<file path="src/hdl/rcuc_pkg.sv">
// Shared types and codes for the redmean closest unused color block.
`timescale 1ns / 1ps
package rcuc_pkg;

   localparam int POOL_SIZE_DEF = 4096;
   localparam int INDEX_W       = 12;
   localparam int SCORE_W       = 20;

   localparam logic [1:0] ACT_LOAD  = 2'd0;
   localparam logic [1:0] ACT_QUERY = 2'd1;
   localparam logic [1:0] ACT_CLEAR = 2'd2;

   localparam logic [2:0] STAT_LOADED = 3'd0;
   localparam logic [2:0] STAT_MATCH  = 3'd1;
   localparam logic [2:0] STAT_EMPTY  = 3'd2;
   localparam logic [2:0] STAT_FULL   = 3'd3;
   localparam logic [2:0] STAT_CLEAR  = 3'd4;

   // One pool entry moving down the scoring chain.
   typedef struct packed {
      logic       vld;
      logic       used;
      logic [7:0] red;
      logic [7:0] green;
      logic [7:0] blue;
   } cand_type;

endpackage

</file>
<file path="src/hdl/rcuc_best.sv">
// Running minimum over scored candidates; first lowest score wins.
`timescale 1ns / 1ps
module rcuc_best #(
   parameter int IW = 12
) (
   input  logic                    clock,
   input  logic                    reset,
   input  logic                    start,
   input  rcuc_pkg::cand_type      cand_i,
   input  logic [IW-1:0]           idx_i,
   input  logic [rcuc_pkg::SCORE_W-1:0] score_i,
   output logic                    found,
   output rcuc_pkg::cand_type      best_cand,
   output logic [IW-1:0]           best_idx,
   output logic [rcuc_pkg::SCORE_W-1:0] best_score
);
   import rcuc_pkg::*;

   logic               found_ff, found_in;
   logic               take;
   cand_type           cand_ff;
   logic [IW-1:0]      idx_ff;
   logic [SCORE_W-1:0] score_ff;

   always_comb begin
      take     = cand_i.vld && !cand_i.used && (!found_ff || (score_i < score_ff));
      found_in = found_ff;
      if (start) begin
         found_in = 1'b0;
      end else if (take) begin
         found_in = 1'b1;
      end
   end

   always_ff @(posedge clock) begin
      if (reset) begin
         found_ff <= 1'b0;
      end else begin
         found_ff <= found_in;
      end
      if (take && !start) begin
         cand_ff  <= cand_i;
         idx_ff   <= idx_i;
         score_ff <= score_i;
      end
   end

   assign found      = found_ff;
   assign best_cand  = cand_ff;
   assign best_idx   = idx_ff;
   assign best_score = score_ff;

endmodule

</file>
<file path="config.mk">
export PLATFORM = sky130hd
export DESIGN_NAME = rcuc_best
export DESIGN_NICKNAME = d
export VERILOG_FILES = /design/src/hdl/rcuc_pkg.sv /design/src/hdl/rcuc_best.sv
export SDC_FILE = /design/constraint.sdc
export NUM_CORES = 1
export LEC_CHECK = 0
export ABC_CLOCK_PERIOD_IN_PS = 7100
export BUFFER_PORTS_ARGS = -buffer_cell sky130_fd_sc_hd__buf_2
export CORE_ASPECT_RATIO = 1.2
export CORE_MARGIN = 10
export CORE_UTILIZATION = 28
export CTS_CLUSTER_DIAMETER = 60
export DETAILED_ROUTE_END_ITERATION = 12
export HOLD_SLACK_MARGIN = 0.1
export SLEW_MARGIN = 20
export SYNTH_ARGS = -nofsm -noshare
export SYNTH_HDL_FRONTEND = slang
export SYNTH_SLANG_ARGS = --single-unit
</file>
<file path="constraint.sdc">
create_clock -name clock -period 7.1 [get_ports clock]
set_clock_uncertainty 0.05 [all_clocks]
set_input_delay 1.065 -clock clock [delete_from_list [all_inputs] [get_ports clock]]
set_output_delay 1.065 -clock clock [all_outputs]
set_load 0.01 [all_outputs]
</file>
Word-level counts from Yosys, hierarchy flattened
Index checks and enable logic that the tools add are counted.
{ "totals": {"inputBits": 61, "regBits": 59, "output_inout_bits": 59} }
{ "op_classes": {"order_cmp": 1, "n_reduce_logical": 8} }
{ "op_table": {"columns": ["op", "count"], "rows": [
  ["< comparator 20 bit", 1],
  ["logical AND 1 bit", 3],
  ["zero test 1 bit", 3],
  ["OR reduction 2 bit", 1],
  ["logical OR 1 bit", 1]
]} }

Depth between registers and ports, before layout
Gate-level depths: netlist (run 1).
{ "logic_depth": {"depth_word": 4, "ltp_mapped": 7} }

Least setup slack after synthesis (run 1)
No wires, ideal clock.
{ "synth_path": {"kind": "input -> register", "from": "input port score_i[19] in the netlist's numbering", "to": "register cand_ff (netlist bit best_cand[0]) (enable)", "path_stages": 6, "setup_ns": 0.509, "path_slack_ns": 1.772, "path_buffers": 0, "t_arrival_ns": 4.769, "t_required_ns": 6.541, "cell_sequence": "ha_1 a21oi_1 o211ai_1 a21oi_1 a31oi_1 a31oi_1"} }
{ "synth_via": {"elab_chain_cells": 4} }
{ "synth_rtl": {"columns": ["element", "line_no", "text"], "rows": [
  ["start, declared", "rcuc_best.sv:11", "input logic [rcuc_pkg::SCORE_W-1:0] score_i,"],
  ["< comparator 20 bit", "rcuc_best.sv:26", "take = cand_i.vld && !cand_i.used && (!found_ff || (score_i < score_ff));"],
  ["logical OR 1 bit", "rcuc_best.sv:26", null],
  ["logical AND 1 bit", "rcuc_best.sv:26", null],
  ["logical AND 1 bit", "rcuc_best.sv:41", "if (take && !start) begin"],
  ["end signal, assigned", "rcuc_best.sv:42", "cand_ff <= cand_i;"],
  ["end, declared", "rcuc_best.sv:21", "cand_type cand_ff;"]
]} }
No other way between the ends.
A chain may end at the register's enable or synchronous reset.

Worst setup path in the final report (run 1)
{ "layout_path": {"from": "input port score_i[19] in the netlist's numbering", "to": "register idx_ff[5], in the netlist best_idx[5] (enable)"} }
{ "layout_via": {"elab_chain_cells": 4} }
{ "layout_rtl": {"columns": ["element", "line_no", "text"], "rows": [
  ["< comparator 20 bit", "rcuc_best.sv:26", null],
  ["logical OR 1 bit", "rcuc_best.sv:26", null],
  ["logical AND 1 bit", "rcuc_best.sv:26", null],
  ["logical AND 1 bit", "rcuc_best.sv:41", null],
  ["end signal, assigned", "rcuc_best.sv:43", "idx_ff <= idx_i;"],
  ["end, declared", "rcuc_best.sv:22", "logic [IW-1:0] idx_ff;"]
]} }
No other way between the ends.

==> impl_metrics.ini, run 1 <==
[timing]
slew_headroom = 0.449
fin_crit_sh = 0.470
finalHoldViolations = 0
setup_viol = 0
grt_setup_unrepaired = false
fin_crit_ns = 3.34
final.setup.tns_ns = 0
setup_slack_ns = 3.76
tightest_slew_ns = 0.827
fmax_ghz = 0.300
drv_slew = 0

[clock_tree]
clockBufferDepth = 2
cts_tree = yes
cts-root-buf = clkbuf_8
cts_max_level = 3
cts.sinks = 59
clk-insertion-delay-late_ns = 0.33
post-cts-setup-buffers = 0
cts.clk_slew.worst_paths_ns = 0.07
hold_buffers = 0
cts_made_buffers = 9
post_cts_resized = 0

[global_routing]
grt.total_usage = 0.0914
grt_pass1_wl_um = 8430
grt_pass1_vias = 1631
grt_antenna_before_repair = 0
overflow = 0
grt_max_degree = 36

[route]
drcViolationCount = 0
wl_per_cell_um = 15.7
drtIter0Drc = 31
ant_nets = 0
vias = 1540
firstDrtPassIters = 4
via_per_inst = 4.23
totalWireLength_um = 5720

[setup_path]
arrival_ns = 3.27
worstSetupEndpointType = register
crit_path_frequent_cell = a21oi_1
cp_cell_sequence = buf_2, ha_1, a21oi_1, o211ai_1, a21oi_1, a31oi_1, a31oi_4, buf_4
required_ns = 7.03
crit_start = score_i[19]
crit_type = in2reg
cp-start-kind = primary input
cp_max_fo = 35
crit_path_max_incr_delay_ns = 0.68
reg2reg_from = best_score[10]
crit_slowest_cell = a31oi_4

[power]
irDropWorstVdd_v = 0.0000979
power.leakage_uw = 0.00146
power.density_nw_per_um2 = 249

[run_status]
outcome = complete, no violations

[floorplan]
dieHeight_um = 119
dieWidth_um = 103
pin_count = 120
rows = 36
dieArea_um2 = 12200
start_util = 0.285
core-area_um2 = 8060

[layout]
area_delta_synth_final_pct = 41.0
drive_gt1_frac = 0.517
layout_common_cells = buf_2, edfxtp_1, inv_1
fin_nets = 345
diodes = 0
final_common_cell = buf_2

[placed_design]
dp_hpwl_um = 4650
routabilityCongestion = 0.667
numPortBuffers = 119
pre_cts_slack_ns = 3.34

[logic_synthesis]
synthCells = 134
syn_area_per_cell_um2 = 17.1
syn_nets = 214
ys_ff_latch = 59
synth_seq_area_share = 0.767
syn_area_um2 = 2300
yosys_warnings = 0
yosysUniqueCellTypes = 19

[job]
cap_violations = 0

[min_path]
hold_path.class = reg2reg
min_from = found
## metrics by stage
stage,utilization,hold slack [ns],cell area (µm²),power [µW],cells
5_1_grt,0.402,0.512,3240,846,364
3_3_place_gp,0.376,0.466,3030,494,349
3_5_place_dp,0.376,0.480,3030,496,349
6_report,0.402,0.488,3240,808,364
2_1_floorplan,-,0.484,2300,454,134
4_1_cts,0.402,0.491,3240,821,364
## area by class of cell
type                            count  area [µm²]
Fill cell                         768        4820
Sequential cell                    59        1760
Timing Repair Buffer              120         603
Multi-Input combinational cell     55         475
Clock buffer                        9         124
Tap cell                           95         119
Clock inverter                      6        81.3
Inverter                           20        75.1
## routing by layer
layer / vias up / wire length (µm) / global-route usage
met5: - / 0 / 0
met4: 0 / 74 / 0.0345
met3: 9 / 767 / 0.0538
met2: 78 / 2580 / 0.136
met1: 697 / 2300 / 0.106
li1: 756 / - / -
## worst paths after layout
check           endpoint  slack [ns]  cells after the start
min                found        0.49                      2
max reg2reg  best_idx[5]        4.22                      8
max          best_idx[5]        3.76                      8
min reg2reg        found        0.49                      2
## report_power, final
group	internal [µW]	switching [µW]	leakage [µW]
clock network	193	128	0.000103
registers	404	4.78	0.000546
logic	33.5	44.4	0.000807
## state kept, by name, summed over array words and instances (netlist names)
signal,count
best_score,20
best_idx,12
found,1
best_cand,26
## critical path: cells and delay by family
family / cells / cell delay [ns]
AO/OA/AOI/OAI: 5 / 1.24
adder cells (fa/ha/maj): 1 / 0.32
buffers and inverters: 2 / 0.63
## Yosys cell counts
| cell type | number | area share |
|---|---|---|
| nand2b_2 | 1 | 0.0038 |
| nor4_2 | 1 | 0.0054 |
| nand2_1 | 7 | 0.011 |
| a21o_1 | 3 | 0.0098 |
| dfxtp_1 | 1 | 0.0087 |
| nor3_1 | 2 | 0.0044 |
| nand4_4 | 1 | 0.0093 |
| nand2b_1 | 1 | 0.0027 |
| ha_1 | 19 | 0.10 |
| nor2b_1 | 1 | 0.0027 |
| a21oi_1 | 10 | 0.022 |
| edfxtp_1 | 58 | 0.76 |
| o21ai_0 | 3 | 0.0065 |
| nor2_1 | 1 | 0.0016 |
| o211ai_1 | 1 | 0.0033 |
| inv_1 | 20 | 0.033 |
| nor3b_1 | 1 | 0.0033 |
| nand4_2 | 1 | 0.0054 |
| a31oi_1 | 2 | 0.0054 |
## cell families after synthesis
| logic type | count (synthesis) | share of synthesized area |
|---|---|---|
| flip-flops | 59 | 0.767 |
| AND/OR/NAND/NOR | 17 | 0.0501 |
| AO/OA/AOI/OAI | 19 | 0.0468 |
| buffers and inverters | 20 | 0.0327 |
| adder cells (fa/ha/maj) | 19 | 0.103 |
Note: power is estimated with default switching activity, not from simulation.
==> run 2: changes to the inputs <==
Settings changed: ABC_CLOCK_PERIOD_IN_PS 7100 to 2750.
Clock period 7.1 ns to 2.75 ns, I/O delays scaled along.
==> impl_metrics.ini, run 2 (synthesized netlist as in run 1, its figures left out) <==
[run_status]
outcome = complete, no violations

[clock_tree]
cts.sinks = 59
clk-insertion-delay-late_ns = 0.33
post_cts_resized = 0
cts_max_level = 3
clockBufferDepth = 2
cts_tree = yes
cts_made_buffers = 9
post-cts-setup-buffers = 0
cts.clk_slew.worst_paths_ns = 0.06
hold_buffers = 0
cts-root-buf = clkbuf_8

[route]
vias = 1561
wl_per_cell_um = 16.2
ant_nets = 0
via_per_inst = 4.27
drtIter0Drc = 56
drcViolationCount = 0
firstDrtPassIters = 4
totalWireLength_um = 5930

[floorplan]
start_util = 0.285
dieArea_um2 = 12200
rows = 36
core-area_um2 = 8060
dieWidth_um = 103
pin_count = 120
dieHeight_um = 119

[timing]
final.setup.tns_ns = 0
slew_headroom = 0.527
setup_viol = 0
fmax_ghz = 0.403
fin_crit_sh = 0.902
finalHoldViolations = 0
tightest_slew_ns = 0.709
grt_setup_unrepaired = false
drv_slew = 0
fin_crit_ns = 2.48

[global_routing]
overflow = 0
grt.total_usage = 0.0938
grt_pass1_wl_um = 8670
grt_max_degree = 25
grt_pass1_vias = 1645
grt_antenna_before_repair = 0

[setup_path]
crit_slowest_cell = a31oi_4
arrival_ns = 2.46
required_ns = 2.73
cp_cell_sequence = inv_1, ha_1, a21oi_1, o211ai_1, a21oi_1, a31oi_1, a31oi_4, buf_12
crit_path_max_incr_delay_ns = 0.59
cp-start-kind = register
cp_max_fo = 24
worstSetupEndpointType = register
crit_type = reg2reg
crit_path_frequent_cell = a21oi_1

[layout]
area_delta_synth_final_pct = 44.8
nFillCells = 773
final_common_cell = buf_2
fin_area_um2 = 3330
layout_common_cells = buf_2, edfxtp_1, inv_1
largest_reg_flops = 26
final_cells = 366
fin_nets = 347
drive_gt1_frac = 0.520
diodes = 0

[min_path]
hold_path.class = in2reg

[power]
power.leakage_uw = 0.00150
irDropWorstVdd_v = 0.000267
power.density_nw_per_um2 = 684

[placed_design]
dp_hpwl_um = 4820
numPortBuffers = 119
placed_cells = 351
place_area_um2 = 3070
routabilityCongestion = 0.689

[job]
cap_violations = 0
[run 2: layout make-up]
cell class | instances | area, µm² | area share
clock buffer | 9 | 124 | 0.0372
clock inverter | 6 | 129 | 0.0387
inverter | 20 | 75.1 | 0.0226
multi-input combinational | 55 | 475 | 0.143
sequential | 59 | 1760 | 0.530
tap | 95 | 119 | 0.0357
timing repair buffer | 122 | 643 | 0.193
[run 2: metal layers]
layer	vias to the layer above	wire length (µm)	global-route usage	share of wire
met5	-	0	0	0
met4	0	91	0.0424	0.015
met3	9	737	0.0428	0.12
met2	81	2800	0.152	0.47
met1	710	2300	0.102	0.39
li1	761	-	-	-
[run 2: final timing paths]
check	start	end	slack, ns	cells after the start
setup / recovery	best_score[19]	best_cand[19]	0.27	8
hold / removal	reset	found	0.19	2
setup reg to reg	best_score[19]	best_cand[19]	0.27	8
hold reg to reg	found	found	0.48	2
[run 2: where the power goes]
group / leakage [µW] / switching [µW] / internal (µW)
logic: 0.000824 / 114 / 92.8
clock network: 0.000127 / 328 / 684
registers: 0.000546 / 13.4 / 1040
total: 0.00150 / 456 / 1820
[run 2: worst max-delay path, delay by kind of cell, from the launching register on]
family,cells,cell delay (ns)
AO/OA/AOI/OAI,5,1.13
buffers and inverters,2,0.33
adder cells (fa/ha/maj),1,0.25
flip-flops,1,0.39
[run 2: stage by stage]
step                power (µW)  setup slack [ns]  hold slack [ns]   util
floorplan                 1170          0.000562            0.439      -
global placement          1280             0.134            0.463  0.381
detailed placement        1290            0.0934            0.465  0.381
CTS                       2310             0.235            0.172  0.413
global route              2370            0.0727            0.179  0.413
finish                    2270             0.270            0.186  0.413
