<file path="config.mk">
export PLATFORM = sky130hd
export DESIGN_NAME = rcuc_score
export DESIGN_NICKNAME = d
export VERILOG_FILES = /design/src/hdl/rcuc_pkg.sv /design/src/hdl/rcuc_score.sv
export SDC_FILE = /design/constraint.sdc
export NUM_CORES = 1
export LEC_CHECK = 0
export ABC_AREA = 1
export ABC_CLOCK_PERIOD_IN_PS = 6000
export BUFFER_PORTS_ARGS = -buffer_cell sky130_fd_sc_hd__buf_4
export CAP_MARGIN = 20
export CORE_MARGIN = 1
export CORE_UTILIZATION = 40
export DETAILED_ROUTE_END_ITERATION = 7
export PLACE_DENSITY = 0.6
export SYNTH_ARGS = -nofsm -noshare
export SYNTH_HDL_FRONTEND = slang
export SYNTH_SLANG_ARGS = --single-unit
</file>
<file path="constraint.sdc">
create_clock -name clock -period 6 [get_ports clock]
set_input_delay 0.9 -clock clock [delete_from_list [all_inputs] [get_ports clock]]
set_output_delay 0.9 -clock clock [all_outputs]
set_load 0.01 [all_outputs]
</file>
<file path="src/hdl/rcuc_pkg.sv">
// Shared types and codes for the redmean closest unused color block.
`timescale 1ns / 1ps
package rcuc_pkg;

   localparam int POOL_SIZE_DEF = 4096;
   localparam int INDEX_W       = 12;
   localparam int SCORE_W       = 20;

   localparam logic [1:0] ACT_LOAD  = 2'd0;
   localparam logic [1:0] ACT_QUERY = 2'd1;
   localparam logic [1:0] ACT_CLEAR = 2'd2;

   localparam logic [2:0] STAT_LOADED = 3'd0;
   localparam logic [2:0] STAT_MATCH  = 3'd1;
   localparam logic [2:0] STAT_EMPTY  = 3'd2;
   localparam logic [2:0] STAT_FULL   = 3'd3;
   localparam logic [2:0] STAT_CLEAR  = 3'd4;

   // One pool entry moving down the scoring chain.
   typedef struct packed {
      logic       vld;
      logic       used;
      logic [7:0] red;
      logic [7:0] green;
      logic [7:0] blue;
   } cand_type;

endpackage

</file>
<file path="src/hdl/rcuc_score.sv">
// Pipelined redmean scoring chain: four register stages per candidate.
`timescale 1ns / 1ps
module rcuc_score #(
   parameter int IW = 12
) (
   input  logic                    clock,
   input  logic                    reset,
   input  logic [7:0]              want_red,
   input  logic [7:0]              want_green,
   input  logic [7:0]              want_blue,
   input  rcuc_pkg::cand_type      cand_i,
   input  logic [IW-1:0]           idx_i,
   output rcuc_pkg::cand_type      cand_o,
   output logic [IW-1:0]           idx_o,
   output logic [rcuc_pkg::SCORE_W-1:0] score_o,
   output logic                    busy
);
   import rcuc_pkg::*;

   cand_type      cand_ff [4];
   cand_type      cand_in [4];
   logic [IW-1:0] idx_ff  [4];

   // stage A
   logic [7:0]  mean_ff, mean_in;
   logic [7:0]  dr_ff, dg_ff, db_ff, dr_in, dg_in, db_in;
   logic [8:0]  rsum;
   // stage B
   logic [9:0]  wr_ff, wb_ff, wr_in, wb_in;
   logic [15:0] sr_ff, sg_ff, sb_ff, sr_in, sg_in, sb_in;
   // stage C
   logic [25:0] pr, pb;
   logic [17:0] tr_ff, tg_ff, tb_ff, tr_in, tg_in, tb_in;
   // stage D
   logic [SCORE_W-1:0] sum_ff, sum_in;

   always_comb begin
      rsum  = {1'b0, want_red} + {1'b0, cand_i.red};
      mean_in = rsum[8:1];
      dr_in = (want_red   > cand_i.red)   ? want_red   - cand_i.red
                                          : cand_i.red   - want_red;
      dg_in = (want_green > cand_i.green) ? want_green - cand_i.green
                                          : cand_i.green - want_green;
      db_in = (want_blue  > cand_i.blue)  ? want_blue  - cand_i.blue
                                          : cand_i.blue  - want_blue;
      wr_in = 10'd512 + {2'b00, mean_ff};
      wb_in = 10'd767 - {2'b00, mean_ff};
      sr_in = dr_ff * dr_ff;
      sg_in = dg_ff * dg_ff;
      sb_in = db_ff * db_ff;
      pr    = 26'(wr_ff) * 26'(sr_ff);
      pb    = 26'(wb_ff) * 26'(sb_ff);
      tr_in = pr[25:8];
      tb_in = pb[25:8];
      tg_in = {sg_ff, 2'b00};
      sum_in = SCORE_W'(tr_ff) + SCORE_W'(tg_ff) + SCORE_W'(tb_ff);
      cand_in[0] = cand_i;
      for (int k = 1; k < 4; k++) begin
         cand_in[k] = cand_ff[k-1];
      end
      if (reset) begin
         for (int k = 0; k < 4; k++) begin
            cand_in[k].vld = 1'b0;
         end
      end
   end

   always_ff @(posedge clock) begin
      for (int k = 0; k < 4; k++) begin
         cand_ff[k] <= cand_in[k];
      end
      idx_ff[0] <= idx_i;
      for (int k = 1; k < 4; k++) begin
         idx_ff[k] <= idx_ff[k-1];
      end
      mean_ff <= mean_in;
      dr_ff   <= dr_in;
      dg_ff   <= dg_in;
      db_ff   <= db_in;
      wr_ff   <= wr_in;
      wb_ff   <= wb_in;
      sr_ff   <= sr_in;
      sg_ff   <= sg_in;
      sb_ff   <= sb_in;
      tr_ff   <= tr_in;
      tg_ff   <= tg_in;
      tb_ff   <= tb_in;
      sum_ff  <= sum_in;
   end

   assign cand_o  = cand_ff[3];
   assign idx_o   = idx_ff[3];
   assign score_o = sum_ff;
   assign busy    = cand_ff[0].vld | cand_ff[1].vld | cand_ff[2].vld | cand_ff[3].vld;

endmodule

</file>
After elaboration in Yosys (flattened, before gate mapping). Memory sizes are Yosys's and may differ from the RTL's. Cells that the tools add are included.

Register bits: 172. Bits in latches: 0. Bits in writable memories: 152. ROM bits: 0. Bits of input ports: 64. Logic and storage cells: 44. Memories: 2.

Memory list: cand_ff (words 4, width 26, read ports 4, clocked after Yosys merged registers in 0, wr ports 4, line rcuc_score.sv:20) `cand_type cand_ff [4];`; idx_ff (words 4, width 12, read ports 4, clocked after Yosys merged registers in 0, wr ports 4, line rcuc_score.sv:22) `logic [IW-1:0] idx_ff [4];`.

$add $sub $neg: 11. Multipliers: 5. Divide/modulo/power cells: 0. $lt $le $gt $ge: 3. Eq/ne operators: 0. Shift operators: 0. Multiplexer cells: 7. Bitwise gates (word level): 3. Reductions and logical operators: 0.

Operator list (count): 10-bit by 16-bit multiplier with 26-bit output (2); 8-bit by 8-bit multiplier with 16-bit output (3); 8-bit subtractor (6); 8-bit greater-than comparator (3); 8-bit two-way mux (3); 19-bit by 18-bit adder with 20-bit output (1); 18-bit by 18-bit adder with 19-bit output (1); 10-bit by 8-bit adder with 10-bit output, first input constant (1); 10-bit by 8-bit subtractor with 10-bit output, first input constant (1); 8-bit by 8-bit adder with 9-bit output (1); 1-bit two-way mux (4); 1-bit OR (3).

Logic depth before layout (Yosys ltp). Gate-level depths: netlist (run 1). An unclocked memory read counts as a cell.

Word-level depth: 4. Depth in mapped cells: 23. Gate-level depth less buffers: 22.

Worst setup path after synthesis (run 1). No wires, ideal clock.

Path kind: reg2reg. Start: register wb_ff[1]. End: register tb_ff[12]. Arrival time: 4384 ps. Setup slack: 1504 ps. Stages on the path, launching flop included: 21. Path buffers: 1. Cells stage by stage: dfxtp_1 -> clkbuf_1 -> nand2_1 -> fa_1 -> inv_1 -> fa_1 -> inv_1 -> fa_1 -> inv_1 -> fa_1 -> inv_1 -> fa_1 -> inv_1 -> ha_1 -> nand2_1 -> nor2_1 -> nand3_1 -> nand3_1 -> nand2_1 -> nand3_1 -> nand2_1.

Longest elaborated chain between the ends: 1.

Ends and longest elaborated chain: start: declaration (line rcuc_score.sv:29) `logic [9:0] wr_ff, wb_ff, wr_in, wb_in;`; start signal: assignment (line rcuc_score.sv:81) `wb_ff <= wb_in;`; 10-bit by 16-bit multiplier with 26-bit output (line rcuc_score.sv:52) `pb = 26'(wb_ff) * 26'(sb_ff);`; named net pb[20] (line rcuc_score.sv:32) `logic [25:0] pr, pb;`; end signal: assignment (line rcuc_score.sv:87) `tb_ff <= tb_in;`; end: declaration (line rcuc_score.sv:33) `logic [17:0] tr_ff, tg_ff, tb_ff, tr_in, tg_in, tb_in;`.

The timed path passes the listed nets, and every way through them passes these cells.

Final worst setup path (run 1).
Start: register wr_ff[3]. End: register tr_ff[7].

Longest elaborated chain between the ends: 1.

Ends and longest elaborated chain: start: declaration (line rcuc_score.sv:29); start signal: assignment (line rcuc_score.sv:80) `wr_ff <= wr_in;`; 10-bit by 16-bit multiplier with 26-bit output (line rcuc_score.sv:51) `pr = 26'(wr_ff) * 26'(sr_ff);`; named net pr[15] (line rcuc_score.sv:32); end signal: assignment (line rcuc_score.sv:85) `tr_ff <= tr_in;`; end: declaration (line rcuc_score.sv:33).

The timed path passes the listed nets, and every way through them passes these cells.

==> run summary, run 1 <==
The tools report the H-tree depth as 2. The highest-delay cell along the critical path is dfxtp_1. The tools report the count of endpoints failing hold in the final timing report as 0. Portion of the clock cycle consumed by the worst path in the final layout: 80.2%. After synthesis the cells add up to 0.0256 mm^2. The run gives 92 as the row count.

Measured along the y axis, the die boundary spans 255 um. The largest fanout of any net on the critical path is 15. The pre-antenna-repair detailed-routing pass consisted of 5 iterations. The category of the most critical setup path is reg2reg.

Walking the worst path, the cells encountered are nand2_1 -> fa_1 -> inv_1 -> fa_1 -> inv_1 -> fa_1 -> inv_1 -> fa_1 -> inv_1 -> fa_1 -> inv_1 -> ha_1 -> nand2_1 -> nor2_1 -> inv_1 -> nor2_1 -> nand2_1 -> nand3_1 -> xor2_1. For met3 alone, demand over resource in global routing was 2.58%. In the layout the commonest cells are 961 x nand2_1, 770 x inv_1, 316 x dfxtp_1. The number of hold buffers added after CTS was 0.

The congestion estimate from routability-driven global placement came to 0.876. Endpoint arrival time on the critical path: 5.28 ns. Setup repair after global routing left no endpoint under its margin. The logs give 0 for the number of max-slew violations in the final report and 0.0649 mm^2 for the overall die area. Across the routed clock network, the largest skew measured is 0.0122 ns. For this run, the register share of the synthesized area comes to 24.7%. The first global-routing pass estimated 87200 um of wire. Buffers placed on the I/O ports in this run total 122. For the final number of setup-violating endpoints, the log shows 0. The tools report the global routing met2 resource utilization as 27.2%.

In this run, distinct cell masters in the synthesized netlist total 39. STA classifies the critical path startpoint as a register. Dividing the detail-routed via count by the number of cells gives 4.39.

The logs give 833 for the first-iteration detailed-routing DRC count and 40.5% for the effective utilization at floorplan. The total wirelength of the detailed-routed design is 50000 um, and the count of inserted antenna diode cells is 0. On the worst path, the slowest cell contributes a delay of 0.70 ns. The tools report the half-perimeter wire length after detailed placement as 41400 um.

The worst min-delay path class was reg2reg. The logs give 0 for the initial antenna violation count and 18460 for the routed via count. In this run the horizontal extent of the chip is 255 um.

Dividing the detail-routed wire length by the instance count gives 11.9 um. Post-CTS repair changed the size of 0 cells. Static timing analysis puts the maximum clock frequency at 208 MHz. The most common library cell in the layout ignoring fill and taps was nand2_1. The tools report the count of warnings emitted by yosys as 0.

The area growth from synthesis to layout works out to 11.6%. A synthesized cell averages 7.90 um^2. The largest total area in the synthesized netlist belongs to dfxtp_1. For the number of setup buffers added after CTS, the log shows 0. The worst path in the final design needs a cycle of 4.81 ns, including I/O delays and setup. The largest net degree at the start of global routing was 16; the clock sink count was 316. Global routing used 22.2% of the available met1 tracks. In the routed design, unresolved DRC markers number 0.

The flow ran to the end, and the final reports show no timing, DRC or antenna violations. The clock root buffer was clkbuf_16. The total congestion overflow is 0, and the number of clock buffers inserted by TritonCTS is 38.

met2 is the most crowded layer. The synthesized design devotes to its leading area cell type 24.7% of total area. The tools report the nature of the critical path endpoint as a register. TritonCTS built the clock tree.

After routing, the total negative slack on setup checks comes to 0 ns. Max-cap violations in this run came to 0. The required time at the worst-slack endpoint is 6.47 ns, and the synthesized flop and latch total is 316.

The run gives 3235 as the gate count of the mapped netlist. The clock passes through at most 3 buffers. Clock-pin slew was measured on the worst setup and hold paths at 0.06 ns. At the pin with the least slew margin, the transition time is 0.610 ns.

The total area inside the core boundary comes to 0.0631 mm^2. By instance count, the cell type seen most on the critical path is inv_1. The worst pin sits at a relative slew slack of 59.3%. After synthesis, the cell types taking the most area are dfxtp_1 25%, fa_1 22%, ha_1 15%. At the end of the flow, the number of nets in the layout was 3977.

Cells with a size suffix above 1 make up 6.26% of the layout. Once detail routing completed, the nets flagged for antenna violations numbered 0. 123 I/O pins were placed. The clock reaches the later pin of the worst-skew pair after 0.55 ns.

Via count of the first global-routing pass: 18559. The layout has 6378 filler cells. The tools report the global-route usage over all layers as 16.3%.
-- worst max-delay path: cells and delay by family (launching register included) --
kind | cells | cell delay (ns)
DFF | 1 | 0.70
and+or+nand+nor | 6 | 0.76
buffers and inverters | 6 | 0.31
xor gates and xnor gates | 1 | 0.16
adders and majority gates | 6 | 2.80
-- path summary, 6_finish.rpt --
path | startpoint | end | slack, ns | depth (start not counted)
min | cand_ff[1][19]$_DFF_P_ | cand_ff[2][19]$_DFF_P_ | 0.32 | 0
max reg2reg | wr_ff[3]$_DFF_P_ | tr_ff[7]$_DFF_P_ | 1.19 | 19
min reg2reg | cand_ff[1][19]$_DFF_P_ | cand_ff[2][19]$_DFF_P_ | 0.32 | 0
max | wr_ff[3]$_DFF_P_ | tr_ff[7]$_DFF_P_ | 1.19 | 19
-- registers in the layout (all words and copies together) (netlist names) --
name / count
cand_ff: 104
wb_ff: 8
db_ff: 8
sr_ff: 15
tr_ff: 18
sb_ff: 15
tg_ff: 15
wr_ff: 8
score_o: 20
dr_ff: 8
dg_ff: 8
sg_ff: 15
idx_ff: 48
mean_ff: 8
tb_ff: 18
-- per-layer routing --
metal / vias to the layer above / share of wire (%)
met4: 0 / 1.5
met1: 8478 / 49
met2: 238 / 45
li1: 9700 / -
met5: - / 0
met3: 44 / 4.0
-- synth_stat cells --
cell type,instances
o21ai_1,15
a21oi_4,1
a21o_1,7
inv_1,770
nand2_2,4
o21a_4,1
nand3_1,99
xnor2_1,14
a21oi_2,2
o21ai_4,3
inv_2,4
nand4_1,12
buf_4,5
o311ai_0,1
xor2_1,74
a21oi_1,91
nor2_2,3
nor3_1,12
o21bai_1,6
fa_1,280
conb_1,1
o21ai_0,17
buf_2,2
nor3_4,1
dfxtp_1,316
nand3b_1,5
nand2_1,961
ha_1,303
o21ai_2,4
and2_1,3
nand2_4,2
nor2_1,136
a21boi_0,1
buf_6,4
or2_2,3
nand4_4,1
clkbuf_2,2
clkbuf_1,64
a31oi_1,5
-- layout make-up --
cell class                      instances  area (um^2)  area share (%)
Tap cell                              846         1060            3.71
Inverter                              774         2910            10.2
Clock inverter                         15          238           0.833
Sequential cell                       316         6330            22.2
Clock buffer                           50         1060            3.71
Multi-Input combinational cell       2077        16000            56.2
Timing Repair Buffer                  123          923            3.24
-- cell families (layout without fill, tap and decap cells) --
logic type               count (synthesis)  count (layout)  synth area share (%)
other                                    1              10                0.0147
flip-flops                             316             316                  24.7
adder cells (fa/ha/maj)                583             583                  36.8
AO/OA/AOI/OAI                          154             154                  3.49
buffers and inverters                  851             962                  12.7
AND/OR/NAND/NOR                       1242            1242                  19.3
XOR/XNOR                                88              88                  3.01
-- stage by stage --
step           worst slack, ns  util (%)  hold slack [ns]  instances  instance area [um^2]
2_1_floorplan             1.50         -            0.310       3244                 25600
3_3_place_gp              1.25      43.2            0.310       4136                 27200
3_5_place_dp              1.19      43.2            0.312       4136                 27200
4_1_cts                   1.19      45.2            0.316       4201                 28500
5_1_grt                  0.817      45.2            0.323       4201                 28500
6_report                  1.19      45.2            0.316       4201                 28500
Power of run 1 is left out: the tool's default activity adds up to more than one toggle a clock period on the data nets, which glitch-free logic cannot reach.
==> run 2: changes to the inputs <==
- ABC_CLOCK_PERIOD_IN_PS: 6000 -> 4100
- PLACE_DENSITY: 0.6 -> 0.62
- clock period: 6 -> 4.1 ns (I/O delays scaled with it)
==> run 2 against run 1 <==
The flow now finishes with violations (negative setup slack). Clock skew increased by 0.016 ns. Hold slack lost 0.18 ns. Critical path depth did not move. Global-route usage is 0.55 points higher. Non-clock buffer count up 179. Register-to-register slack worse by 1.4 ns. Routed wire length rose by 5.6%. Sequential cell count unchanged.
==> run summary, run 2 (synthesis gave the netlist of run 1 again) <==
The run gives 25000 um as the sum of routed wire segments on met1. TritonCTS created 39 clock buffers. The checks that failed: negative setup slack. From synthesis to final layout, the design area changed by 23.1%. For the flip-flop and latch area, the log shows 0.00643 mm^2. The transition time at the pin with the least slew margin was 0.609 ns; the final-layout setup total negative slack was -5.22 ns. After the flow finishes, the layout carries non-filler instances totaling 4387.

After the last flow step, the layout net total stands at 4157. The final number of setup-violating endpoints is 34, and the overall die area is 0.0649 mm^2. Detailed routing placed a total of 24600 um of wire on met2. TritonCTS built the clock tree. The worst path in the final design needs a cycle of 4.35 ns, including I/O delays and setup. After routing the design area is 0.0315 mm^2. The required time at the worst-slack endpoint came out at 4.57 ns. The portion of the clock cycle consumed by the worst path in the final layout works out to 106%.

In this run the vertical extent of the chip is 255 um. Max-cap violations in this run came to 0. In this run, post-CTS hold repair placed 0 buffers.

In the routed layout, each cell is associated on average with a via count of 4.39. The total overflow left after global routing is 0. The initial antenna violation count was 0. The number of placed instances, taps included, is 4290. Clock root buffer: clkbuf_16. For the final database, setup skew stands at 0.0286 ns. The initial utilization of the core area, before any placement, comes to 40.5%. The min-delay analysis places its worst path in the category in2reg.

For this run, the total global-route usage over all layers was measured as 16.9%. Routability congestion estimate: 0.863. Setup repair after global routing could not meet its margin everywhere. Timing would allow up to 230 MHz. The number of max-slew violations in the final report came out at 0. The count of endpoints failing hold in the final timing report was 0; the endpoint arrival time on the critical path was 4.82 ns.

The run finished, with violations left. The first global-routing pass estimated 89700 um of wire. The fraction of layout instances using a drive strength above 1 works out to 19.9%.

Average wire per standard cell: 12.0 um. On the critical path, the stage with the largest delay is an instance of fa_1. The run gives 7 as the first-pass detailed-route iteration total. Top register by number of flip-flops: cand_ff. By startpoint and endpoint, the worst setup path is classified as reg2reg. For the detailed route wirelength on metal3, the log shows 1950 um.

The clock-pin slew reported for the worst setup and hold paths after clock tree synthesis was 0.06 ns. Half-perimeter wire length after detailed placement: 43600 um. The kind of cell with the highest combined delay along the critical path is adder cells. Row generation in the floorplan step produced 92 rows. The flip-flop count of the largest register after layout is 104, and the placeable core region is 0.0631 mm^2.

After detailed routing, no signal wire sits above met4. Counting both buffers and inverters, the worst setup path holds a total of 5. Leaving out fill and tap cells, the most frequent cells in the layout are 848 x nand2_1, 735 x inv_1, 288 x buf_4. For this run, the slowest stage of the critical path takes 0.55 ns. After detailed routing, the total wire length is 52700 um. The first-iteration detailed-routing DRC count is 773. The count of nets left with antenna violations once routing finished came out at 0. The placed instance area came out at 0.0288 mm^2. The number of ports placed on the die boundary is 123, and the horizontal die dimension is 255 um. Port buffering added 122 buffers. The tools report the type of origin of the critical path as a register. Leaving out fill and tap cells, the most frequent cell in the layout is nand2_1.

For the final worst setup slack, the log shows -0.247 ns. In this run the register-to-register setup slack is -0.25 ns. In the routed design, unresolved DRC markers number 0. In the final layout, the multi-input gates occupy 0.0174 mm^2.

The run gives 19159 as the via count of the first global-routing pass. The tools report the clock sink count as 316. Of all nets on the critical path, the largest fanout is 6. Walking the worst path, the cells encountered are buf_12 -> nand2_2 -> fa_1 -> inv_1 -> fa_1 -> fa_2 -> fa_1 -> inv_1 -> fa_1 -> inv_1 -> ha_4 -> nand2_2 -> nor2_4 -> buf_4 -> nand2_2 -> nand2_2 -> nand2_1 -> nand4_1 -> nand2_1. The count of inserted antenna diode cells was 0; the number of filler instances in the final layout was 6158.

The normalized max-slew margin was 59.3%; the maximum clock insertion buffer count was 3. STA classifies the critical path endpoint as a register. The H-tree generated during clock tree synthesis spans 2 levels. The routed via count is 19238. Entering global routing, the biggest net connects 16 pins. The run gives 0.58 ns as the clock latency on the worst-skew pair.
[run 2: changes by cell type in the layout (fill, tap and decap cells not counted), sizes merged]
cell	change
buf	+179
bufinv	-3
inv	+4
clkinvlp	+3
clkinv	+3
[run 2: metal layers]
metal / vias to the layer above / global-route usage [%]
met4: 0 / 4.05
met1: 8864 / 22.6
met2: 245 / 28.5
li1: 10058 / -
met5: - / 0
met3: 71 / 2.50
[run 2: area by class of cell]
type / instances / share of cell area (%)
multi-input cells: 2077 / 55.2
well taps: 846 / 3.36
flip-flops and latches: 316 / 20.4
clock inverters: 22 / 0.835
inverters: 774 / 9.27
repair buffers: 302 / 7.48
clock buffers: 50 / 3.45
[run 2: stage by stage]
step	setup WS (ns)	hold WS (ns)	utilization (%)
3_5_place_dp	-0.310	0.312	45.7
5_1_grt	-0.412	0.101	49.9
6_report	-0.247	0.137	49.9
2_1_floorplan	-0.0480	0.310	-
4_1_cts	-0.160	0.0954	48.4
3_3_place_gp	-0.252	0.310	45.7
[run 2: worst reg2reg max path, stage by stage (launching register included)]
cell and delay, ns:
dfxtp_4 0.36, buf_12 0.11, nand2_2 0.06, fa_1 0.54, inv_1 0.05, fa_1 0.55
fa_2 0.46, fa_1 0.51, inv_1 0.05, fa_1 0.47, inv_1 0.06, ha_4 0.31
nand2_2 0.10, nor2_4 0.17, buf_4 0.13, nand2_2 0.05, nand2_2 0.07, nand2_1 0.07
nand4_1 0.07, nand2_1 0.05
[run 2: worst paths after layout]
path | startpoint | to | cells after the start
setup / recovery | wb_ff[1]$_DFF_P_ | tb_ff[16]$_DFF_P_ | 19
hold / removal | idx_i[3] | idx_ff[0][3]$_DFF_P_ | 1
setup reg to reg | wb_ff[1]$_DFF_P_ | tb_ff[16]$_DFF_P_ | 19
hold reg to reg | cand_ff[0][9]$_DFF_P_ | cand_ff[1][9]$_DFF_P_ | 0
[run 2: what timing repair did]
| action | in CTS | in global routing |
|---|---|---|
| pin swaps | 24 | 77 |
| buffers inserted | 7 | 19 |
| endpoints found under the setup margin | 36 | 45 |
| gates resized for setup | 100 | 219 |
Power of run 2 is left out for the same reason.
